[src/rtl/core/cccv_pkg.sv]
// Package for the CC/CV charge command controller.
// Holds channel payload types, register indexes, code constants and sequencer types.
// No dependencies.
package cccv_pkg;

    localparam int CFG_IDX_W  = 3;
    localparam int CFG_DATA_W = 16;

    localparam int MV_W   = 13;
    localparam int MA_W   = 16;
    localparam int TEMP_W = 12;
    localparam int DV_W   = 14;
    localparam int SEQ_W  = 8;

    // Taper division: charger_max_ma times a millivolt difference, over a millivolt span.
    localparam int NUM_W = MA_W + MV_W;
    localparam int DEN_W = MV_W;
    localparam int QUO_W = MA_W;
    localparam int CNT_W = $clog2(NUM_W + 1);

    localparam logic [CFG_IDX_W-1:0] REG_CELL_TARGET    = 3'd0;
    localparam logic [CFG_IDX_W-1:0] REG_TAPER_BEGIN    = 3'd1;
    localparam logic [CFG_IDX_W-1:0] REG_HARD_OVERVOLT  = 3'd2;
    localparam logic [CFG_IDX_W-1:0] REG_CHARGER_MAX    = 3'd3;
    localparam logic [CFG_IDX_W-1:0] REG_TERMINATION    = 3'd4;
    localparam logic [CFG_IDX_W-1:0] REG_CUTOFF_TEMP    = 3'd5;
    localparam logic [CFG_IDX_W-1:0] REG_PACK_TARGET    = 3'd6;
    localparam logic [CFG_IDX_W-1:0] REG_MAX_SEQ_LAG    = 3'd7;

    localparam logic [MV_W-1:0]          RST_CELL_TARGET   = 13'd4180;
    localparam logic [MV_W-1:0]          RST_TAPER_BEGIN   = 13'd4080;
    localparam logic [MV_W-1:0]          RST_HARD_OVERVOLT = 13'd4200;
    localparam logic [MA_W-1:0]          RST_CHARGER_MAX   = 16'd10000;
    localparam logic [MA_W-1:0]          RST_TERMINATION   = 16'd500;
    localparam logic signed [TEMP_W-1:0] RST_CUTOFF_TEMP   = 12'sd550;
    localparam logic [DV_W-1:0]          RST_PACK_TARGET   = 14'd5434;
    localparam logic [SEQ_W-1:0]         RST_MAX_SEQ_LAG   = 8'd3;
    localparam logic [SEQ_W-1:0]         RST_SEQUENCE      = 8'd4;

    localparam logic [1:0] MODE_IDLE  = 2'd0;
    localparam logic [1:0] MODE_CC    = 2'd1;
    localparam logic [1:0] MODE_CV    = 2'd2;

    localparam logic [1:0] PLUG_UNPLUGGED = 2'd0;
    localparam logic [1:0] PLUG_PLUGGED   = 2'd1;
    localparam logic [1:0] PLUG_READY     = 2'd2;

    typedef struct packed {
        logic [MV_W-1:0]          max_cell_mv;
        logic signed [TEMP_W-1:0] max_temp_dc;
        logic [MA_W-1:0]          measured_current_ma;
        logic [7:0]               charger_fault_bits;
        logic [1:0]               charger_mode;
        logic [1:0]               plug_status;
        logic [SEQ_W-1:0]         sequence_echo;
        logic                     contactor_charging;
        logic                     pack_disconnected;
        logic                     pack_overtemp;
        logic                     shutdown_loop_closed;
    } cccv_in_t;

    typedef struct packed {
        logic [DV_W-1:0]  target_voltage_dv;
        logic [MA_W-1:0]  current_limit_ma;
        logic             enable_flag;
        logic             hard_stop_flag;
        logic [SEQ_W-1:0] command_sequence;
        logic             done_status;
        logic             link_ok;
    } cccv_out_t;

    typedef enum logic [1:0] {
        LIM_ZERO,
        LIM_FULL,
        LIM_TAPER
    } lim_sel_t;

    typedef enum logic [2:0] {
        ST_IDLE,
        ST_MUL,
        ST_START,
        ST_DIV,
        ST_LOAD
    } state_t;

    typedef struct packed {
        logic busy;
        logic done;
    } div_stat_t;

endpackage

[src/rtl/core/cccv_if.sv]
// Channel interfaces for the CC/CV charge command controller.
// Depends on cccv_pkg for payload types and widths.
interface cccv_in_if;
    import cccv_pkg::*;
    logic     valid;
    logic     ready;
    cccv_in_t payload;
    modport source (output valid, output payload, input ready);
    modport sink (input valid, input payload, output ready);
endinterface

interface cccv_out_if;
    import cccv_pkg::*;
    logic      valid;
    logic      ready;
    cccv_out_t payload;
    modport source (output valid, output payload, input ready);
    modport sink (input valid, input payload, output ready);
endinterface

interface cccv_cfg_if;
    import cccv_pkg::*;
    logic                  valid;
    logic                  ready;
    logic [CFG_IDX_W-1:0]  index;
    logic [CFG_DATA_W-1:0] data;
    modport source (output valid, output index, output data, input ready);
    modport sink (input valid, input index, input data, output ready);
endinterface

[src/rtl/core/cccv_charge_command_controller.sv]
// Top level of the CC/CV charge command controller: configuration registers,
// safety and enable decisions, sequencer, taper multiply and output register.
// Depends on cccv_pkg, the channel interfaces in cccv_if and cccv_taper_div.

// One status transaction yields one command transaction. The hard stop, enable, done-latch
// and watchdog decisions are made at the edge that accepts the status, and the sequence
// counter and done latch advance there. When the cell voltage lies strictly inside the taper
// band of an enabled, not-too-hot step, the current limit needs a 16 by 13 bit multiply
// and a 29-step restoring division on a shared subtractor, so such a status passes through
// the multiply, start, divide and load states before the block takes the next one; every
// other status goes straight to the load state. The block takes no status while one is in
// work. The command sits in an output register, so the next status is accepted while the
// previous command still waits to be taken; a status finishing while that register is still
// full waits in the load state until the command is taken. Configuration writes are taken in
// every cycle and must only be made while the block is idle.
module cccv_charge_command_controller (
    input  logic        clk,
    input  logic        rst_n,
    cccv_cfg_if.sink    cfg,
    cccv_in_if.sink     status,
    cccv_out_if.source  command
);
    import cccv_pkg::*;

    // Configuration registers.
    logic [MV_W-1:0]          cell_target_reg;
    logic [MV_W-1:0]          taper_begin_reg;
    logic [MV_W-1:0]          hard_overvolt_reg;
    logic [MA_W-1:0]          charger_max_reg;
    logic [MA_W-1:0]          termination_reg;
    logic signed [TEMP_W-1:0] cutoff_temp_reg;
    logic [DV_W-1:0]          pack_target_reg;
    logic [SEQ_W-1:0]         max_seq_lag_reg;

    // Block state.
    logic [SEQ_W-1:0] seq_reg;
    logic             done_latch_reg;
    state_t           state_reg;
    state_t           state_next;

    // Per-transaction decision registers.
    lim_sel_t         lim_sel_reg;
    logic             enable_reg;
    logic             hard_reg;
    logic             link_reg;
    logic             done_out_reg;
    logic [MV_W-1:0]  diff_reg;
    logic [NUM_W-1:0] product_reg;

    cccv_out_t out_data_reg;
    logic      out_valid_reg;

    logic in_fire;
    logic out_free;
    logic div_start;
    logic load_out;

    logic [QUO_W-1:0] quotient;
    div_stat_t        div_stat;

    logic             plugged;
    logic             plug_ready;
    logic             link;
    logic             latch_kept;
    logic             hard;
    logic             go;
    logic             term;
    logic             enable;
    logic             done_next;
    lim_sel_t         lim_sel;
    logic [SEQ_W-1:0] lag;
    logic [MA_W-1:0]  limit;

    cccv_in_t s;

    assign s         = status.payload;
    assign in_fire   = status.valid && status.ready;
    assign out_free  = !out_valid_reg || command.ready;
    assign cfg.ready = 1'b1;

    // Configuration writes.
    always_ff @(posedge clk or negedge rst_n)
    begin
        if (!rst_n)
        begin
            cell_target_reg   <= RST_CELL_TARGET;
            taper_begin_reg   <= RST_TAPER_BEGIN;
            hard_overvolt_reg <= RST_HARD_OVERVOLT;
            charger_max_reg   <= RST_CHARGER_MAX;
            termination_reg   <= RST_TERMINATION;
            cutoff_temp_reg   <= RST_CUTOFF_TEMP;
            pack_target_reg   <= RST_PACK_TARGET;
            max_seq_lag_reg   <= RST_MAX_SEQ_LAG;
        end
        else if (cfg.valid && cfg.ready)
        begin
            case (cfg.index)
                REG_CELL_TARGET:   cell_target_reg   <= cfg.data[MV_W-1:0];
                REG_TAPER_BEGIN:   taper_begin_reg   <= cfg.data[MV_W-1:0];
                REG_HARD_OVERVOLT: hard_overvolt_reg <= cfg.data[MV_W-1:0];
                REG_CHARGER_MAX:   charger_max_reg   <= cfg.data[MA_W-1:0];
                REG_TERMINATION:   termination_reg   <= cfg.data[MA_W-1:0];
                REG_CUTOFF_TEMP:   cutoff_temp_reg   <= signed'(cfg.data[TEMP_W-1:0]);
                REG_PACK_TARGET:   pack_target_reg   <= cfg.data[DV_W-1:0];
                REG_MAX_SEQ_LAG:   max_seq_lag_reg   <= cfg.data[SEQ_W-1:0];
                default:           ;
            endcase
        end
    end

    // Decisions taken on the status at acceptance.
    always_comb
    begin
        plugged    = (s.plug_status == PLUG_PLUGGED) || (s.plug_status == PLUG_READY);
        plug_ready = (s.plug_status == PLUG_READY);
        lag        = seq_reg - s.sequence_echo;
        link       = (lag <= max_seq_lag_reg);
        latch_kept = plugged && done_latch_reg;
        hard       = s.pack_disconnected || s.pack_overtemp ||
                     (s.max_cell_mv > hard_overvolt_reg) || !s.shutdown_loop_closed ||
                     (s.charger_fault_bits != 8'd0);
        go         = s.contactor_charging && !hard && plug_ready && link && !latch_kept;
        term       = (s.max_cell_mv >= cell_target_reg) &&
                     (s.measured_current_ma < termination_reg) &&
                     ((s.charger_mode == MODE_CC) || (s.charger_mode == MODE_CV));
        enable     = go && !term;
        done_next  = (go && term) || latch_kept;

        // The taper band is only entered when it is strictly between start and target,
        // which also keeps the divisor nonzero.
        if (!enable || (s.max_temp_dc >= cutoff_temp_reg))
            lim_sel = LIM_ZERO;
        else if (s.max_cell_mv <= taper_begin_reg)
            lim_sel = LIM_FULL;
        else if (s.max_cell_mv >= cell_target_reg)
            lim_sel = LIM_ZERO;
        else
            lim_sel = LIM_TAPER;
    end

    always_ff @(posedge clk or negedge rst_n)
    begin
        if (!rst_n)
        begin
            seq_reg        <= RST_SEQUENCE;
            done_latch_reg <= 1'b0;
        end
        else if (in_fire)
        begin
            seq_reg        <= seq_reg + 1'b1;
            done_latch_reg <= done_next;
        end
    end

    always_ff @(posedge clk)
    begin
        if (in_fire)
        begin
            lim_sel_reg  <= lim_sel;
            enable_reg   <= enable;
            hard_reg     <= hard;
            link_reg     <= link;
            done_out_reg <= done_next;
            diff_reg     <= cell_target_reg - s.max_cell_mv;
        end
        if (state_reg == ST_MUL)
            product_reg <= {{MV_W{1'b0}}, charger_max_reg} * {{MA_W{1'b0}}, diff_reg};
    end

    // Sequencer: next state.
    always_comb
    begin
        state_next = state_reg;
        case (state_reg)
            ST_IDLE:
            begin
                if (status.valid)
                    state_next = (lim_sel == LIM_TAPER) ? ST_MUL : ST_LOAD;
            end
            ST_MUL:   state_next = ST_START;
            ST_START: state_next = ST_DIV;
            ST_DIV:
            begin
                if (div_stat.done)
                    state_next = ST_LOAD;
            end
            ST_LOAD:
            begin
                if (out_free)
                    state_next = ST_IDLE;
            end
            default:  state_next = ST_IDLE;
        endcase
    end

    // Sequencer: outputs.
    always_comb
    begin
        status.ready = 1'b0;
        div_start    = 1'b0;
        load_out     = 1'b0;
        case (state_reg)
            ST_IDLE:  status.ready = 1'b1;
            ST_START: div_start    = 1'b1;
            ST_LOAD:  load_out     = out_free;
            default:  ;
        endcase
    end

    always_ff @(posedge clk or negedge rst_n)
    begin
        if (!rst_n)
            state_reg <= ST_IDLE;
        else
            state_reg <= state_next;
    end

    cccv_taper_div u_div (
        .clk      (clk),
        .rst_n    (rst_n),
        .start    (div_start),
        .num      (product_reg),
        .den      (cell_target_reg - taper_begin_reg),
        .quotient (quotient),
        .stat     (div_stat)
    );

    always_comb
    begin
        case (lim_sel_reg)
            LIM_FULL:  limit = charger_max_reg;
            LIM_TAPER: limit = quotient;
            default:   limit = '0;
        endcase
    end

    // Output register.
    always_ff @(posedge clk or negedge rst_n)
    begin
        if (!rst_n)
            out_valid_reg <= 1'b0;
        else if (load_out)
            out_valid_reg <= 1'b1;
        else if (command.ready)
            out_valid_reg <= 1'b0;
    end

    always_ff @(posedge clk)
    begin
        if (load_out)
        begin
            out_data_reg.target_voltage_dv <= pack_target_reg;
            out_data_reg.current_limit_ma  <= limit;
            out_data_reg.enable_flag       <= enable_reg;
            out_data_reg.hard_stop_flag    <= hard_reg;
            out_data_reg.command_sequence  <= seq_reg;
            out_data_reg.done_status       <= done_out_reg;
            out_data_reg.link_ok           <= link_reg;
        end
    end

    assign command.valid   = out_valid_reg;
    assign command.payload = out_data_reg;

endmodule

[src/rtl/core/cccv_taper_div.sv]
// Restoring serial divider for the current taper ratio, one quotient bit per cycle.
// Depends on cccv_pkg for operand widths and the status struct.
module cccv_taper_div (
    input  logic                        clk,
    input  logic                        rst_n,
    input  logic                        start,
    input  logic [cccv_pkg::NUM_W-1:0]  num,
    input  logic [cccv_pkg::DEN_W-1:0]  den,
    output logic [cccv_pkg::QUO_W-1:0]  quotient,
    output cccv_pkg::div_stat_t         stat
);
    import cccv_pkg::*;

    logic [DEN_W:0]   rem_reg;
    logic [NUM_W-1:0] quo_reg;
    logic [DEN_W-1:0] den_reg;
    logic [CNT_W-1:0] cnt_reg;
    logic             busy_reg;
    logic             done_reg;

    logic [DEN_W:0]   trial;
    logic             fits;

    // The remainder stays below the divisor, so the shifted trial fits one extra bit.
    always_comb
    begin
        trial = {rem_reg[DEN_W-1:0], quo_reg[NUM_W-1]};
        fits  = (trial >= {1'b0, den_reg});
    end

    always_ff @(posedge clk or negedge rst_n)
    begin
        if (!rst_n)
        begin
            busy_reg <= 1'b0;
            done_reg <= 1'b0;
            cnt_reg  <= '0;
        end
        else
        begin
            done_reg <= 1'b0;
            if (start)
            begin
                busy_reg <= 1'b1;
                cnt_reg  <= CNT_W'(NUM_W);
            end
            else if (busy_reg)
            begin
                cnt_reg <= cnt_reg - 1'b1;
                if (cnt_reg == CNT_W'(1))
                begin
                    busy_reg <= 1'b0;
                    done_reg <= 1'b1;
                end
            end
        end
    end

    always_ff @(posedge clk)
    begin
        if (start)
        begin
            rem_reg <= '0;
            quo_reg <= num;
            den_reg <= den;
        end
        else if (busy_reg)
        begin
            rem_reg <= fits ? (trial - {1'b0, den_reg}) : trial;
            quo_reg <= {quo_reg[NUM_W-2:0], fits};
        end
    end

    assign quotient  = quo_reg[QUO_W-1:0];
    assign stat.busy = busy_reg;
    assign stat.done = done_reg;

endmodule

[src/flat_wrapper.sv]
// flat-port wrapper written by rule: the top's interface ports become plain ports
module cccv_charge_command_controller_flat import cccv_pkg::*;
  (clk, rst_n, cfg_valid, cfg_index, cfg_data, cfg_ready, status_valid, status_payload, status_ready, command_valid, command_payload, command_ready);
  cccv_cfg_if cfg_i ();
  cccv_in_if status_i ();
  cccv_out_if command_i ();
  input  logic clk;
  input  logic rst_n;
  input wire logic [$bits(cfg_i.valid)-1:0] cfg_valid;
  input wire logic [$bits(cfg_i.index)-1:0] cfg_index;
  input wire logic [$bits(cfg_i.data)-1:0] cfg_data;
  output wire logic [$bits(cfg_i.ready)-1:0] cfg_ready;
  input wire logic [$bits(status_i.valid)-1:0] status_valid;
  input wire logic [$bits(status_i.payload)-1:0] status_payload;
  output wire logic [$bits(status_i.ready)-1:0] status_ready;
  output wire logic [$bits(command_i.valid)-1:0] command_valid;
  output wire logic [$bits(command_i.payload)-1:0] command_payload;
  input wire logic [$bits(command_i.ready)-1:0] command_ready;
  assign cfg_i.valid = cfg_valid;
  assign cfg_i.index = cfg_index;
  assign cfg_i.data = cfg_data;
  assign cfg_ready = cfg_i.ready;
  assign status_i.valid = status_valid;
  assign status_i.payload = status_payload;
  assign status_ready = status_i.ready;
  assign command_valid = command_i.valid;
  assign command_payload = command_i.payload;
  assign command_i.ready = command_ready;
  cccv_charge_command_controller u_core (.clk(clk), .rst_n(rst_n), .cfg(cfg_i), .status(status_i), .command(command_i));
endmodule
[config.mk]
export PLATFORM = sky130hd
export DESIGN_NAME = cccv_charge_command_controller_flat
export DESIGN_NICKNAME = d
export VERILOG_FILES = /design/src/rtl/core/cccv_pkg.sv /design/src/rtl/core/cccv_if.sv /design/src/rtl/core/cccv_charge_command_controller.sv /design/src/rtl/core/cccv_taper_div.sv /design/src/flat_wrapper.sv
export SDC_FILE = /design/constraint.sdc
export NUM_CORES = 1
export LEC_CHECK = 0
export BUFFER_PORTS_ARGS = -buffer_cell sky130_fd_sc_hd__buf_2
export CAP_MARGIN = 30
export CORE_MARGIN = 4
export CORE_UTILIZATION = 45
export CTS_CLUSTER_DIAMETER = 40
export DETAILED_ROUTE_END_ITERATION = 6
export GPL_TIMING_DRIVEN = 1
export SLEW_MARGIN = 0
export SYNTH_ARGS = -nofsm -noshare
export SYNTH_HDL_FRONTEND = slang
export SYNTH_SLANG_ARGS = --single-unit
export TNS_END_PERCENT = 1
[constraint.sdc]
create_clock -name clk -period 6.87 [get_ports clk]
set_input_delay 1.374 -clock clk [delete_from_list [all_inputs] [get_ports clk]]
set_output_delay 1.374 -clock clk [all_outputs]
set_load 0.005 [all_outputs]
==> flow_metrics.tcl <==
set metrics [dict create \
    status "finished, final reports clean" \
    synthArstFlopShare_pct 46.3 \
    yosysWarnings 0 \
    place_area_um2 22100 \
    synth_common_cells "332 x inv_1, 271 x nand2_1, 186 x ha_1" \
    grt_first_pass_wirelength_um 80700 \
    path_clk_slew_ns 0.06 \
    h-tree-depth 2 \
    fmax_mhz 169 \
    cap_violations 0 \
    largest_reg_flops 42 \
    grt_max_degree 73 \
    synth_top_family_by_area "adder cells" \
    post_cts_resized 0 \
    synth_cells 2070 \
    antenna_left 0 \
    viasPerCell 5.31 \
    timing.slew.headroom_pct 32.6 \
    drt_pass1_iterations 5 \
    port_buffers 132 \
    start_util_pct 45.8 \
    finalInstanceArea_um2 23900 \
    avgSynthCellArea_um2 10.1 \
    hold_violations 0 \
    syn_nets 2503 \
    skew_ns 0.0277 \
    synthSimpleGateAreaFrac_pct 14.4 \
    synth.top_cell.area_share_pct 19.0 \
    core_um2 45600 \
    ys_seq_area_share_pct 35.5 \
    syn_area_um2 20900 \
    ys.flop_type "edfxtp_1" \
    grt_pass1_vias 15200 \
    report.final.slew_viol_count 0 \
    area.growth.synth_to_final_pct 14.6 \
    crit_type "reg2reg" \
    vias 15100 \
    finalCriticalPeriod_ns 5.93 \
    setup_tns_ns 0 \
    synth_compound_gate_area_share_pct 10.3 \
    insertion_delay_ns 0.60 \
    fillers 4095 \
    cts_setup_buffers 0 \
    grtUsageTotal_pct 20.0 \
    drive_gt1_share_pct 16.5 \
    grt_overflow 0 \
    dp_slack_ns 0.945 \
    synth_mux_area_share_pct 4.00 \
    utilization_pct 52.5 \
    ys_ff_latch 270 \
    cp-end-kind "flip-flop" \
    wire_per_inst_um 17.7 \
    rsz0062_at_grt "false" \
    cp-start-kind "flip-flop" \
    die_x_um 223 \
    synth_fa_ha_area_share_pct 26.3 \
    synth-xor-area-share_pct 2.22 \
    final_nets 2629 \
    worst_pin_slew_ns 1.00 \
    cts_tree "built" \
    synth_top_area_cell "edfxtp_1" \
    die-area_um2 49900 \
    synth_edf_count 132 \
    clock-sinks 270 \
    cts_root_buffer "clkbuf_16" \
    setup_violations 0 \
    cts_buffers 48 \
    dp_hpwl_um 38100 \
    hp-class "reg2reg" \
    wl_um 50300 \
    antenna_found_initial 15 \
    cts_buffer_depth 3 \
    dieHeight_um 223 \
    synth.distinct_cells 91 \
    hold_buffers 0 \
    worstPathRequired_ns 7.20 \
    io-pin-count 134 \
    period_share_pct 86.2 \
    synthTopCellsByArea "edfxtp_1 19%, fa_1 15%, ha_1 11%" \
    drc 0 \
    synth.most_common_cell "inv_1" \
    setup_slack_ns 0.945 \
    critPathArrivalTime_ns 6.25 \
    drt_iter0_drc 763 \
    worstPathMaxFanout 15 \
    rows 78 \
    gp_congestion 0.868 \
]
==> logic make-up after synthesis <==
group                      after synthesis
DFF                                    270
AOI/OAI and AO/OA                      314
and+or+nand+nor                        612
buffers and inverters                  401
xor gates and xnor gates                53
muxes                                   75
other                                    1
adders and majority gates              344
==> cell usage in the layout, fill, tap and decap left out, types with 10 or more instances in the layout <==
master and instances:
a211oi_1 13, a21o_1 19, a21oi_1 57, a22oi_1 16, and2_1 116, and3_1 13, buf_2 131, buf_4 11
clkbuf_16 48, dfrtp_1 84, dfstp_2 41, dfxtp_1 13, edfxtp_1 132, fa_1 158, ha_1 186, inv_1 332
inv_6 11, mux2_2 66, nand2_1 271, nand2b_1 11, nand3_1 26, nand4_1 17, nor2_1 64, nor2b_1 10
nor3_1 25, nor4_1 11, o21a_1 22, o21ai_0 81, o31a_1 10, or3_1 10, xnor2_1 39, xor2_1 14
==> worst paths after layout <==
path	from	endpoint	slack (ns)	cells after the start
worst max-delay path	u_core.charger_max_reg[5]	u_core.product_reg[27]	0.94	14
min in group asynchronous	rst_n	u_core.seq_reg[7]	0.57	1
max in group asynchronous	rst_n	u_core.charger_max_reg[2]	4.93	3
worst max register to register	u_core.charger_max_reg[5]	u_core.product_reg[27]	0.94	14
worst min-delay path	u_core.done_out_reg	u_core.command.payload[1]	0.42	0
worst min register to register	u_core.done_out_reg	u_core.command.payload[1]	0.42	0
==> per-layer routing <==
layer,global-route usage [%],up-vias,share of wire [%]
li1,-,7199,-
met1,27.8,7483,46
met2,31.7,317,46
met3,5.17,84,6.0
met4,4.83,16,2.0
met5,0,-,0.20
==> critical path, stage by stage, from the launching register on <==
cell     delay [ns]
dfrtp_1        0.58
and2_1         0.29
fa_1           0.53
fa_1           0.54
fa_1           0.54
fa_1           0.55
inv_1          0.05
fa_1           0.52
inv_1          0.04
ha_1           0.40
nand3_1        0.24
nor2_1         0.29
nor4b_1        0.55
nor3_2         0.17
o311a_1        0.38
==> area by class of cell <==
type / count / area [um2] / share of cell area [%]
Sequential cell: 270 / 7400 / 30.9
Inverter: 332 / 1250 / 5.21
Clock inverter: 38 / 502 / 2.10
Tap cell: 600 / 751 / 3.14
Timing Repair Buffer: 145 / 792 / 3.31
Multi-Input combinational cell: 1399 / 12000 / 50.1
Antenna cell: 6 / 15.0 / 0.0628
Clock buffer: 52 / 1240 / 5.17
==> metrics by stage <==
step                hold WS [ns]  std cells
finish                     0.417       2842
global route               0.432       2841
CTS                        0.418       2833
detailed placement         0.405       2743
global placement           0.402       2743
floorplan                  0.400       2070
Power is left out: the tool's default activity adds up to more than one toggle a clock period on the data nets, which glitch-free logic cannot reach.
